--- src/rtl/mctw_pkg.sv ---
// Package for the multi-channel task watchdog.
// Shared constants, register indexes and the channel-store write command.
// No dependencies.
package mctw_pkg;

    // Channel count and derived index width
    localparam int NUM_CHANNELS = 8;
    localparam int CH_IDX_W     = (NUM_CHANNELS > 1) ? $clog2(NUM_CHANNELS) : 1;

    // Field widths
    localparam int TIME_W    = 32;
    localparam int COUNT_W   = 32;
    localparam int CHAN_W    = 3;
    localparam int MASK_W    = 8;
    localparam int CFG_IDX_W = 2;

    // Beat widths (packed fields rounded up to whole bytes)
    localparam int S_DATA_W = 40;   // channel, now_ms
    localparam int M_DATA_W = 40;   // all_ok, expired_channel, feed_count

    // Timeout used when the register holds zero
    localparam logic [TIME_W-1:0] DEFAULT_TIMEOUT = TIME_W'(3000);

    // Configuration register indexes
    localparam logic [CFG_IDX_W-1:0] REG_TIMEOUT = CFG_IDX_W'(0);
    localparam logic [CFG_IDX_W-1:0] REG_MASK    = CFG_IDX_W'(1);
    localparam logic [CFG_IDX_W-1:0] REG_ARMED   = CFG_IDX_W'(2);

    // Command codes carried in s_tuser
    localparam logic CMD_FEED  = 1'b0;
    localparam logic CMD_CHECK = 1'b1;

    // Write command into the per-channel store
    typedef struct packed {
        logic                feed;      // count up, store time, mark fed
        logic                baseline;  // store time, mark fed
        logic [CH_IDX_W-1:0] idx;
        logic [TIME_W-1:0]   now;
    } mctw_wr_t;

endpackage

--- src/rtl/multi_channel_task_watchdog.sv ---
// Multi-channel task watchdog, top level.
// Instantiates mctw_chan_store and mctw_cmp_unit; depends on mctw_pkg.
//
// Usage:
//   s_* channel: one beat per command. s_tuser is the command (0 feed, 1 check),
//   s_tdata holds the channel and the time in milliseconds.
//   m_* channel: exactly one result beat per command: all_ok, the first expired
//   channel and, for a feed, the channel's feed count after the feed.
//   cfg_* channel: register writes (timeout, enable mask, armed), always ready;
//   write only while no command is in flight.
// Sequencing:
//   A feed passes through ST_FEED and ST_OUT into the output register. A check
//   walks the channels one per cycle through a small sequencer; a fed, enabled
//   channel also passes through the shared elapsed-time comparator (ST_CMP),
//   and the walk stops at the first expired channel. One command is in work at
//   a time; s_tready is high only while the sequencer is idle.
// Reset (aresetn low, synchronous): registers go to timeout 3000, mask 0,
//   armed 1; all channel times, counts and fed flags clear.
// Stall: the result sits in an output register; the next command is accepted
//   while it waits, and its own result is held until m_tready frees the
//   register.
module multi_channel_task_watchdog
    import mctw_pkg::*;
(
    input  logic                 aclk,
    input  logic                 aresetn,
    // Command stream
    input  logic                 s_tvalid,
    output logic                 s_tready,
    input  logic [S_DATA_W-1:0]  s_tdata,   // [2:0] channel, [34:3] now_ms, rest zero
    input  logic                 s_tuser,   // [0] cmd
    // Result stream
    output logic                 m_tvalid,
    input  logic                 m_tready,
    output logic [M_DATA_W-1:0]  m_tdata,   // [0] all_ok, [3:1] expired_channel,
                                            // [35:4] feed_count, rest zero
    // Configuration writes
    input  logic                 cfg_valid,
    output logic                 cfg_ready,
    input  logic [CFG_IDX_W-1:0] cfg_index,
    input  logic [31:0]          cfg_data
);

    typedef enum logic [2:0] {
        ST_IDLE,
        ST_FEED,
        ST_SCAN,
        ST_CMP,
        ST_OUT
    } state_t;

    state_t state_reg;

    // Configuration registers
    logic [TIME_W-1:0] timeout_reg;
    logic [MASK_W-1:0] mask_reg;
    logic              armed_reg;

    // Latched command
    logic [CHAN_W-1:0] ch_reg;
    logic [TIME_W-1:0] now_reg;

    // Scan index and pending result
    logic [CH_IDX_W-1:0] idx_reg;
    logic                res_ok_reg;
    logic [CHAN_W-1:0]   res_ch_reg;
    logic [COUNT_W-1:0]  res_cnt_reg;

    // Output register
    logic                m_tvalid_reg;
    logic [M_DATA_W-1:0] m_tdata_reg;

    // Store and comparator connections
    mctw_wr_t            wr;
    logic [CH_IDX_W-1:0] rd_idx;
    logic [TIME_W-1:0]   rd_time;
    logic                rd_fed;
    logic [COUNT_W-1:0]  rd_count;
    logic [TIME_W-1:0]   limit;
    logic                cmp_expired;

    logic                ch_valid;
    logic                chan_en;
    logic                idx_last;

    assign cfg_ready = 1'b1;
    assign s_tready  = (state_reg == ST_IDLE);
    assign m_tvalid  = m_tvalid_reg;
    assign m_tdata   = m_tdata_reg;

    assign limit    = (timeout_reg != '0) ? timeout_reg : DEFAULT_TIMEOUT;
    assign ch_valid = (32'(ch_reg) < 32'(NUM_CHANNELS));
    assign chan_en  = (32'(idx_reg) < 32'(MASK_W)) && mask_reg[3'(idx_reg)];
    assign idx_last = (32'(idx_reg) == 32'(NUM_CHANNELS - 1));

    // Store read address: fed channel during a feed, scan index otherwise
    assign rd_idx = (state_reg == ST_FEED) ? CH_IDX_W'(ch_reg) : idx_reg;

    // Store write command
    always_comb begin
        wr          = '0;
        wr.idx      = rd_idx;
        wr.now      = now_reg;
        wr.feed     = (state_reg == ST_FEED) && armed_reg && ch_valid;
        wr.baseline = (state_reg == ST_SCAN) && armed_reg && chan_en && !rd_fed;
    end

    mctw_chan_store u_store (
        .aclk     (aclk),
        .aresetn  (aresetn),
        .wr       (wr),
        .rd_idx   (rd_idx),
        .rd_time  (rd_time),
        .rd_fed   (rd_fed),
        .rd_count (rd_count)
    );

    mctw_cmp_unit u_cmp (
        .aclk    (aclk),
        .now     (now_reg),
        .last    (rd_time),
        .limit   (limit),
        .expired (cmp_expired)
    );

    // Configuration registers
    always_ff @(posedge aclk) begin
        if (!aresetn) begin
            timeout_reg <= DEFAULT_TIMEOUT;
            mask_reg    <= '0;
            armed_reg   <= 1'b1;
        end else if (cfg_valid && cfg_ready) begin
            unique case (cfg_index)
                REG_TIMEOUT: timeout_reg <= cfg_data[TIME_W-1:0];
                REG_MASK:    mask_reg    <= cfg_data[MASK_W-1:0];
                REG_ARMED:   armed_reg   <= cfg_data[0];
                default:     ;
            endcase
        end
    end

    // Sequencer and output register
    always_ff @(posedge aclk) begin
        if (!aresetn) begin
            state_reg    <= ST_IDLE;
            m_tvalid_reg <= 1'b0;
            idx_reg      <= '0;
        end else begin
            // Drain the output beat; ST_OUT reloads it on its own
            if (m_tvalid_reg && m_tready && (state_reg != ST_OUT)) begin
                m_tvalid_reg <= 1'b0;
            end
            unique case (state_reg)
                ST_IDLE: begin
                    if (s_tvalid) begin
                        ch_reg      <= s_tdata[CHAN_W-1:0];
                        now_reg     <= s_tdata[CHAN_W +: TIME_W];
                        idx_reg     <= '0;
                        res_ok_reg  <= 1'b1;
                        res_ch_reg  <= '0;
                        res_cnt_reg <= '0;
                        state_reg   <= (s_tuser == CMD_CHECK) ? ST_SCAN : ST_FEED;
                    end
                end
                ST_FEED: begin
                    if (armed_reg && ch_valid) begin
                        res_cnt_reg <= rd_count + COUNT_W'(1);
                    end
                    state_reg <= ST_OUT;
                end
                ST_SCAN: begin
                    if (!armed_reg) begin
                        state_reg <= ST_OUT;
                    end else if (chan_en && rd_fed) begin
                        state_reg <= ST_CMP;
                    end else if (idx_last) begin
                        state_reg <= ST_OUT;
                    end else begin
                        idx_reg <= idx_reg + CH_IDX_W'(1);
                    end
                end
                ST_CMP: begin
                    if (cmp_expired) begin
                        res_ok_reg <= 1'b0;
                        res_ch_reg <= CHAN_W'(idx_reg);
                        state_reg  <= ST_OUT;
                    end else if (idx_last) begin
                        state_reg <= ST_OUT;
                    end else begin
                        idx_reg   <= idx_reg + CH_IDX_W'(1);
                        state_reg <= ST_SCAN;
                    end
                end
                ST_OUT: begin
                    // Load once the output register is free
                    if (!m_tvalid_reg || m_tready) begin
                        m_tvalid_reg <= 1'b1;
                        m_tdata_reg  <= {{(M_DATA_W - COUNT_W - CHAN_W - 1){1'b0}},
                                         res_cnt_reg, res_ch_reg, res_ok_reg};
                        state_reg    <= ST_IDLE;
                    end
                end
                default: state_reg <= ST_IDLE;
            endcase
        end
    end

endmodule

--- src/rtl/mctw_chan_store.sv ---
// Per-channel state of the watchdog: last feed time, fed flag, feed count.
// One read address, one write command per cycle. Depends on mctw_pkg.
module mctw_chan_store
    import mctw_pkg::*;
(
    input  logic                aclk,
    input  logic                aresetn,
    input  mctw_wr_t            wr,
    input  logic [CH_IDX_W-1:0] rd_idx,
    output logic [TIME_W-1:0]   rd_time,
    output logic                rd_fed,
    output logic [COUNT_W-1:0]  rd_count
);

    logic [TIME_W-1:0]  time_reg  [NUM_CHANNELS];
    logic [COUNT_W-1:0] count_reg [NUM_CHANNELS];
    logic [NUM_CHANNELS-1:0] fed_reg;

    // Read side
    assign rd_time  = time_reg[rd_idx];
    assign rd_count = count_reg[rd_idx];
    assign rd_fed   = fed_reg[rd_idx];

    // Update on feed or baseline
    always_ff @(posedge aclk) begin
        if (!aresetn) begin
            fed_reg <= '0;
            for (int c = 0; c < NUM_CHANNELS; c++) begin
                time_reg[c]  <= '0;
                count_reg[c] <= '0;
            end
        end else begin
            if (wr.feed || wr.baseline) begin
                time_reg[wr.idx] <= wr.now;
                fed_reg[wr.idx]  <= 1'b1;
            end
            if (wr.feed) begin
                count_reg[wr.idx] <= count_reg[wr.idx] + COUNT_W'(1);
            end
        end
    end

endmodule

--- src/rtl/mctw_cmp_unit.sv ---
// Shared elapsed-time compare: (now - last) mod 2^32 > limit, registered.
// Used once per fed, enabled channel during a check. Depends on mctw_pkg.
module mctw_cmp_unit
    import mctw_pkg::*;
(
    input  logic              aclk,
    input  logic [TIME_W-1:0] now,
    input  logic [TIME_W-1:0] last,
    input  logic [TIME_W-1:0] limit,
    output logic              expired
);

    logic [TIME_W-1:0] elapsed;
    logic              expired_reg;

    // Wrapping subtract then compare
    assign elapsed = now - last;

    always_ff @(posedge aclk) begin
        expired_reg <= (elapsed > limit);
    end

    assign expired = expired_reg;

endmodule

--- config.mk ---
export PLATFORM = sky130hd
export DESIGN_NAME = multi_channel_task_watchdog
export DESIGN_NICKNAME = d
export VERILOG_FILES = /design/src/rtl/mctw_pkg.sv /design/src/rtl/multi_channel_task_watchdog.sv /design/src/rtl/mctw_chan_store.sv /design/src/rtl/mctw_cmp_unit.sv
export SDC_FILE = /design/constraint.sdc
export NUM_CORES = 1
export LEC_CHECK = 0
export ABC_AREA = 1
export BUFFER_PORTS_ARGS = -buffer_cell sky130_fd_sc_hd__buf_2
export CORE_MARGIN = 2
export CORE_UTILIZATION = 53
export DETAILED_ROUTE_END_ITERATION = 16
export HOLD_SLACK_MARGIN = 0.12
export PLACE_DENSITY = 0.77
export SLEW_MARGIN = 10
export SYNTH_ARGS = -nofsm -noshare
export SYNTH_HDL_FRONTEND = slang
export SYNTH_SLANG_ARGS = --single-unit
--- constraint.sdc ---
create_clock -name aclk -period 12.9 [get_ports aclk]
set_input_delay 1.29 -clock aclk [delete_from_list [all_inputs] [get_ports aclk]]
set_output_delay 1.29 -clock aclk [all_outputs]
set_load 0.02 [all_outputs]
==> flow_summary.ini <==
[sta]
rel_slew_slack_pct = 22.5
setup_viol_count_final = 0
post-route-worst-setup-slack_ns = 5.89
finalWorstPathRequiredPeriod_ns = 7.01
timing.clock.skew_ns = 0.0262
rsz0062_at_grt = no
maxClockFrequency_mhz = 143
finalHoldViolCount = 0
slew_viol_final = 0
setup-tns-final_ns = 0
timing.final.crit_share_pct = 54.4
max_slew.worst_pin.slew_ns = 1.16

[critical_path]
setup.worst_path.end_class = flop
regToRegStartpoint = state_reg[1]$_SDFFE_PN0P_
r2r.worst_path.cells = 27
startpoint_type = flop
path_max_fanout = 38
register_to_register_setup_slack_ns = 5.89
startpoint_to_endpoint_class_of_the_critical_path = reg -> reg
worstPathArrival_ns = 7.52
crit_required_ns = 13.41
regToRegEndpoint = u_cmp.expired$_DFF_P_

[die]
core_area_mm2 = 0.0590
die_area_mm2 = 0.0617
io_pins = 123
die_h_um = 248
placementRows = 89
initial_core_util_pct = 53.6
chipWidth_um = 248

[logic_synthesis]
ys_types = 49
syn-instance-count = 3179
synth_edf_count = 619
synth.most_common_cell = sky130_fd_sc_hd__nand2_1
synth_cell_area_mm2 = 0.0317
synth.ff_latch_count = 676
post_synth.cell_area_avg_um2 = 9.96
synth_top_area_share_pct = 58.7
netlist_top_cells_area = sky130_fd_sc_hd__edfxtp_1, sky130_fd_sc_hd__nand2_1, sky130_fd_sc_hd__nor2_1, sky130_fd_sc_hd__dfxtp_1, sky130_fd_sc_hd__a21oi_1
synth_largest_area_cell = sky130_fd_sc_hd__edfxtp_1
ys.warnings.count = 0
ys_top_cells_by_count = sky130_fd_sc_hd__nand2_1, sky130_fd_sc_hd__edfxtp_1, sky130_fd_sc_hd__nor2_1, sky130_fd_sc_hd__inv_1, sky130_fd_sc_hd__a21oi_1
postSynth.topFlopCell = sky130_fd_sc_hd__edfxtp_1
asyncSetResetFlopFracSynth_pct = 0
synth-seq-area-share_pct = 62.3

[cells_and_area]
layout_cells_sized_above_1_pct = 10.2
area_growth_pct = 11.0
numnets_final = 3408
stdcell_area_mm2 = 0.0351
finish.cell_count_without_fillers = 4090
n_fill_cell = 4778

[place]
dp_hpwl_um = 48800
dpl-instance-area_mm2 = 0.0328
globalplace.congestion = 0.937
numPlacedInstances = 3961
preCtsSetupSlack_ns = 6.03
placement.io_buffers = 112

[global_route]
grt_first_pass_wirelength_um = 131000
grt_overflow_total = 0
grt.total_usage_pct = 27.4
grt_start_max_net_pins = 73
initial_antenna_violation_count = 1
grt_pass1_vias = 22900

[route]
detail_route.first_pass.iterations = 6
routedWlPerCell_um = 21.1
via_count = 24000
avgViaCountPerCell = 5.87
post-route-drc-count = 0
routed_wl_um = 86400
detail_route.iter0.violations = 2907
detail-route-antenna-nets = 0

[worst_hold_path]
hold_end = m_tdata[24]$_DFFE_PP_
hold_path_class = reg -> reg
worst_hold_path.num_cells = 0
min_from = res_cnt_reg[20]$_SDFFCE_PP0P_

[clock_tree]
clk_latency_ns = 0.63
postCtsSetupRepairBufs = 0
cts_resized = 0
cts_num_sinks = 676
cts_htree_levels = 3
clk_path_buf_depth = 3
clock_tree_from_tritoncts = built
cts_root_buffer = sky130_fd_sc_hd__clkbuf_16
worst_setup_hold_path_clk_slew_ns = 0.06
number_of_buffers_created_by_cts = 71
post_cts_hold_buffer_count = 0

[pwr]
cellLeakagePower_nw = 14.0
power.density_cell_area_mw_per_mm2 = 247
irDropWorstVdd_uv = 178
total_power_mw = 8.67

[flow_run]
timing.max_cap.violations = 0

[run_status]
run_status = finished, final reports clean
## through the flow
stage | hold WS, ns | utilization (%)
final | 0.415 | 59.5
after global routing | 0.421 | 59.5
after CTS | 0.417 | 59.5
after detailed placement | 0.405 | 55.6
after global placement | 0.400 | 55.6
after floorplan | 0.400 | -
## placed cells by master (no fill, tap or decap), types with 3 or more instances in the layout
cell and instances:
sky130_fd_sc_hd__a221oi_1 18, sky130_fd_sc_hd__buf_4 39, sky130_fd_sc_hd__xnor2_1 14, sky130_fd_sc_hd__nand3_1 150, sky130_fd_sc_hd__ha_1 66, sky130_fd_sc_hd__nor4_1 13, sky130_fd_sc_hd__buf_2 112, sky130_fd_sc_hd__conb_1 5
sky130_fd_sc_hd__clkbuf_16 72, sky130_fd_sc_hd__xor2_1 24, sky130_fd_sc_hd__o21bai_1 7, sky130_fd_sc_hd__or2_2 3, sky130_fd_sc_hd__bufinv_16 8, sky130_fd_sc_hd__nor2_2 10, sky130_fd_sc_hd__a31oi_1 3, sky130_fd_sc_hd__a21boi_0 3
sky130_fd_sc_hd__nand4_1 39, sky130_fd_sc_hd__nand2_2 34, sky130_fd_sc_hd__a22oi_1 72, sky130_fd_sc_hd__nor2_4 7, sky130_fd_sc_hd__nor3_1 9, sky130_fd_sc_hd__o2111ai_1 3, sky130_fd_sc_hd__nand2_1 739, sky130_fd_sc_hd__nand3_2 15
sky130_fd_sc_hd__nor2_1 552, sky130_fd_sc_hd__edfxtp_1 619, sky130_fd_sc_hd__dfxtp_1 57, sky130_fd_sc_hd__clkinv_2 13, sky130_fd_sc_hd__o22ai_1 16, sky130_fd_sc_hd__clkinv_1 23, sky130_fd_sc_hd__clkbuf_1 10, sky130_fd_sc_hd__inv_1 230
sky130_fd_sc_hd__a22o_1 11, sky130_fd_sc_hd__or4_1 3, sky130_fd_sc_hd__a21oi_1 209, sky130_fd_sc_hd__clkinv_8 3, sky130_fd_sc_hd__inv_2 6, sky130_fd_sc_hd__o21ai_0 72, sky130_fd_sc_hd__xnor2_2 5
## critical path, stage by stage (launching register included)
cell and delay (ns):
sky130_fd_sc_hd__dfxtp_1 0.35, sky130_fd_sc_hd__inv_2 0.16, sky130_fd_sc_hd__nand3_2 0.09, sky130_fd_sc_hd__buf_4 0.32
sky130_fd_sc_hd__nand2_1 0.15, sky130_fd_sc_hd__nand2_2 0.53, sky130_fd_sc_hd__nor2_2 0.64, sky130_fd_sc_hd__nand2_1 0.41
sky130_fd_sc_hd__inv_1 0.54, sky130_fd_sc_hd__buf_4 0.43, sky130_fd_sc_hd__a22oi_1 0.12, sky130_fd_sc_hd__nand4_1 0.11
sky130_fd_sc_hd__inv_1 0.06, sky130_fd_sc_hd__ha_1 0.35, sky130_fd_sc_hd__nand2_1 0.11, sky130_fd_sc_hd__o21ai_0 0.16
sky130_fd_sc_hd__a21oi_1 0.08, sky130_fd_sc_hd__o21ai_0 0.33, sky130_fd_sc_hd__a21boi_0 0.20, sky130_fd_sc_hd__o21ai_0 0.31
sky130_fd_sc_hd__a21oi_1 0.13, sky130_fd_sc_hd__xnor2_1 0.32, sky130_fd_sc_hd__ha_1 0.24, sky130_fd_sc_hd__nand4_1 0.13
sky130_fd_sc_hd__nor3_1 0.18, sky130_fd_sc_hd__nand2_1 0.12, sky130_fd_sc_hd__nor4_1 0.24, sky130_fd_sc_hd__nor2_1 0.07
## how the worst max path moves through the flow
stage	cells past startpoint	startpoint	slack [ns]	to
2_1_floorplan	33	state_reg[1]$_SDFFE_PN0P_	8.06	u_cmp.expired$_DFF_P_
3_3_place_gp	29	state_reg[1]$_SDFFE_PN0P_	6.07	u_cmp.expired$_DFF_P_
3_5_place_dp	29	state_reg[1]$_SDFFE_PN0P_	6.03	u_cmp.expired$_DFF_P_
4_1_cts	29	state_reg[1]$_SDFFE_PN0P_	5.98	u_cmp.expired$_DFF_P_
5_1_grt	27	state_reg[1]$_SDFFE_PN0P_	5.45	u_cmp.expired$_DFF_P_
6_report	27	state_reg[1]$_SDFFE_PN0P_	5.89	u_cmp.expired$_DFF_P_
## power breakdown
part	total [mW]	switching (mW)	leakage, nW	internal (mW)
clock	2.06	0.869	1.13	1.19
sequential	2.70	0.0781	6.75	2.62
combinational	3.91	2.79	6.16	1.12
## kinds of logic (layout without fill, tap and decap cells)
kind of cell	count (synthesis)	after routing	share of synthesized area, %
adders and majority gates	67	67	2.67
and+or+nand+nor	1577	1577	20.6
buffers and inverters	387	521	5.16
AOI/OAI and AO/OA	427	427	7.96
other	2	6	0.0237
DFF	676	676	62.3
xor gates and xnor gates	43	43	1.31
## metal layers
metal / routed length [um] / GRT usage (%)
met3: 10000 / 5.81
met1: 34200 / 38.0
met2: 39300 / 42.6
met4: 2880 / 10.4
met5: 0 / 0
## final cells by class
cell class	count	area, um2	area share [%]
repair buffers	151	853	2.43
well taps	773	967	2.75
flip-flops and latches	676	19700	56.1
clock inverters	46	472	1.34
diodes	1	2.50	0.00712
inverters	242	908	2.59
multi-input cells	2119	10400	29.5
clock buffers	82	1840	5.23
No activity file was read; power rests on OpenSTA's default activity.
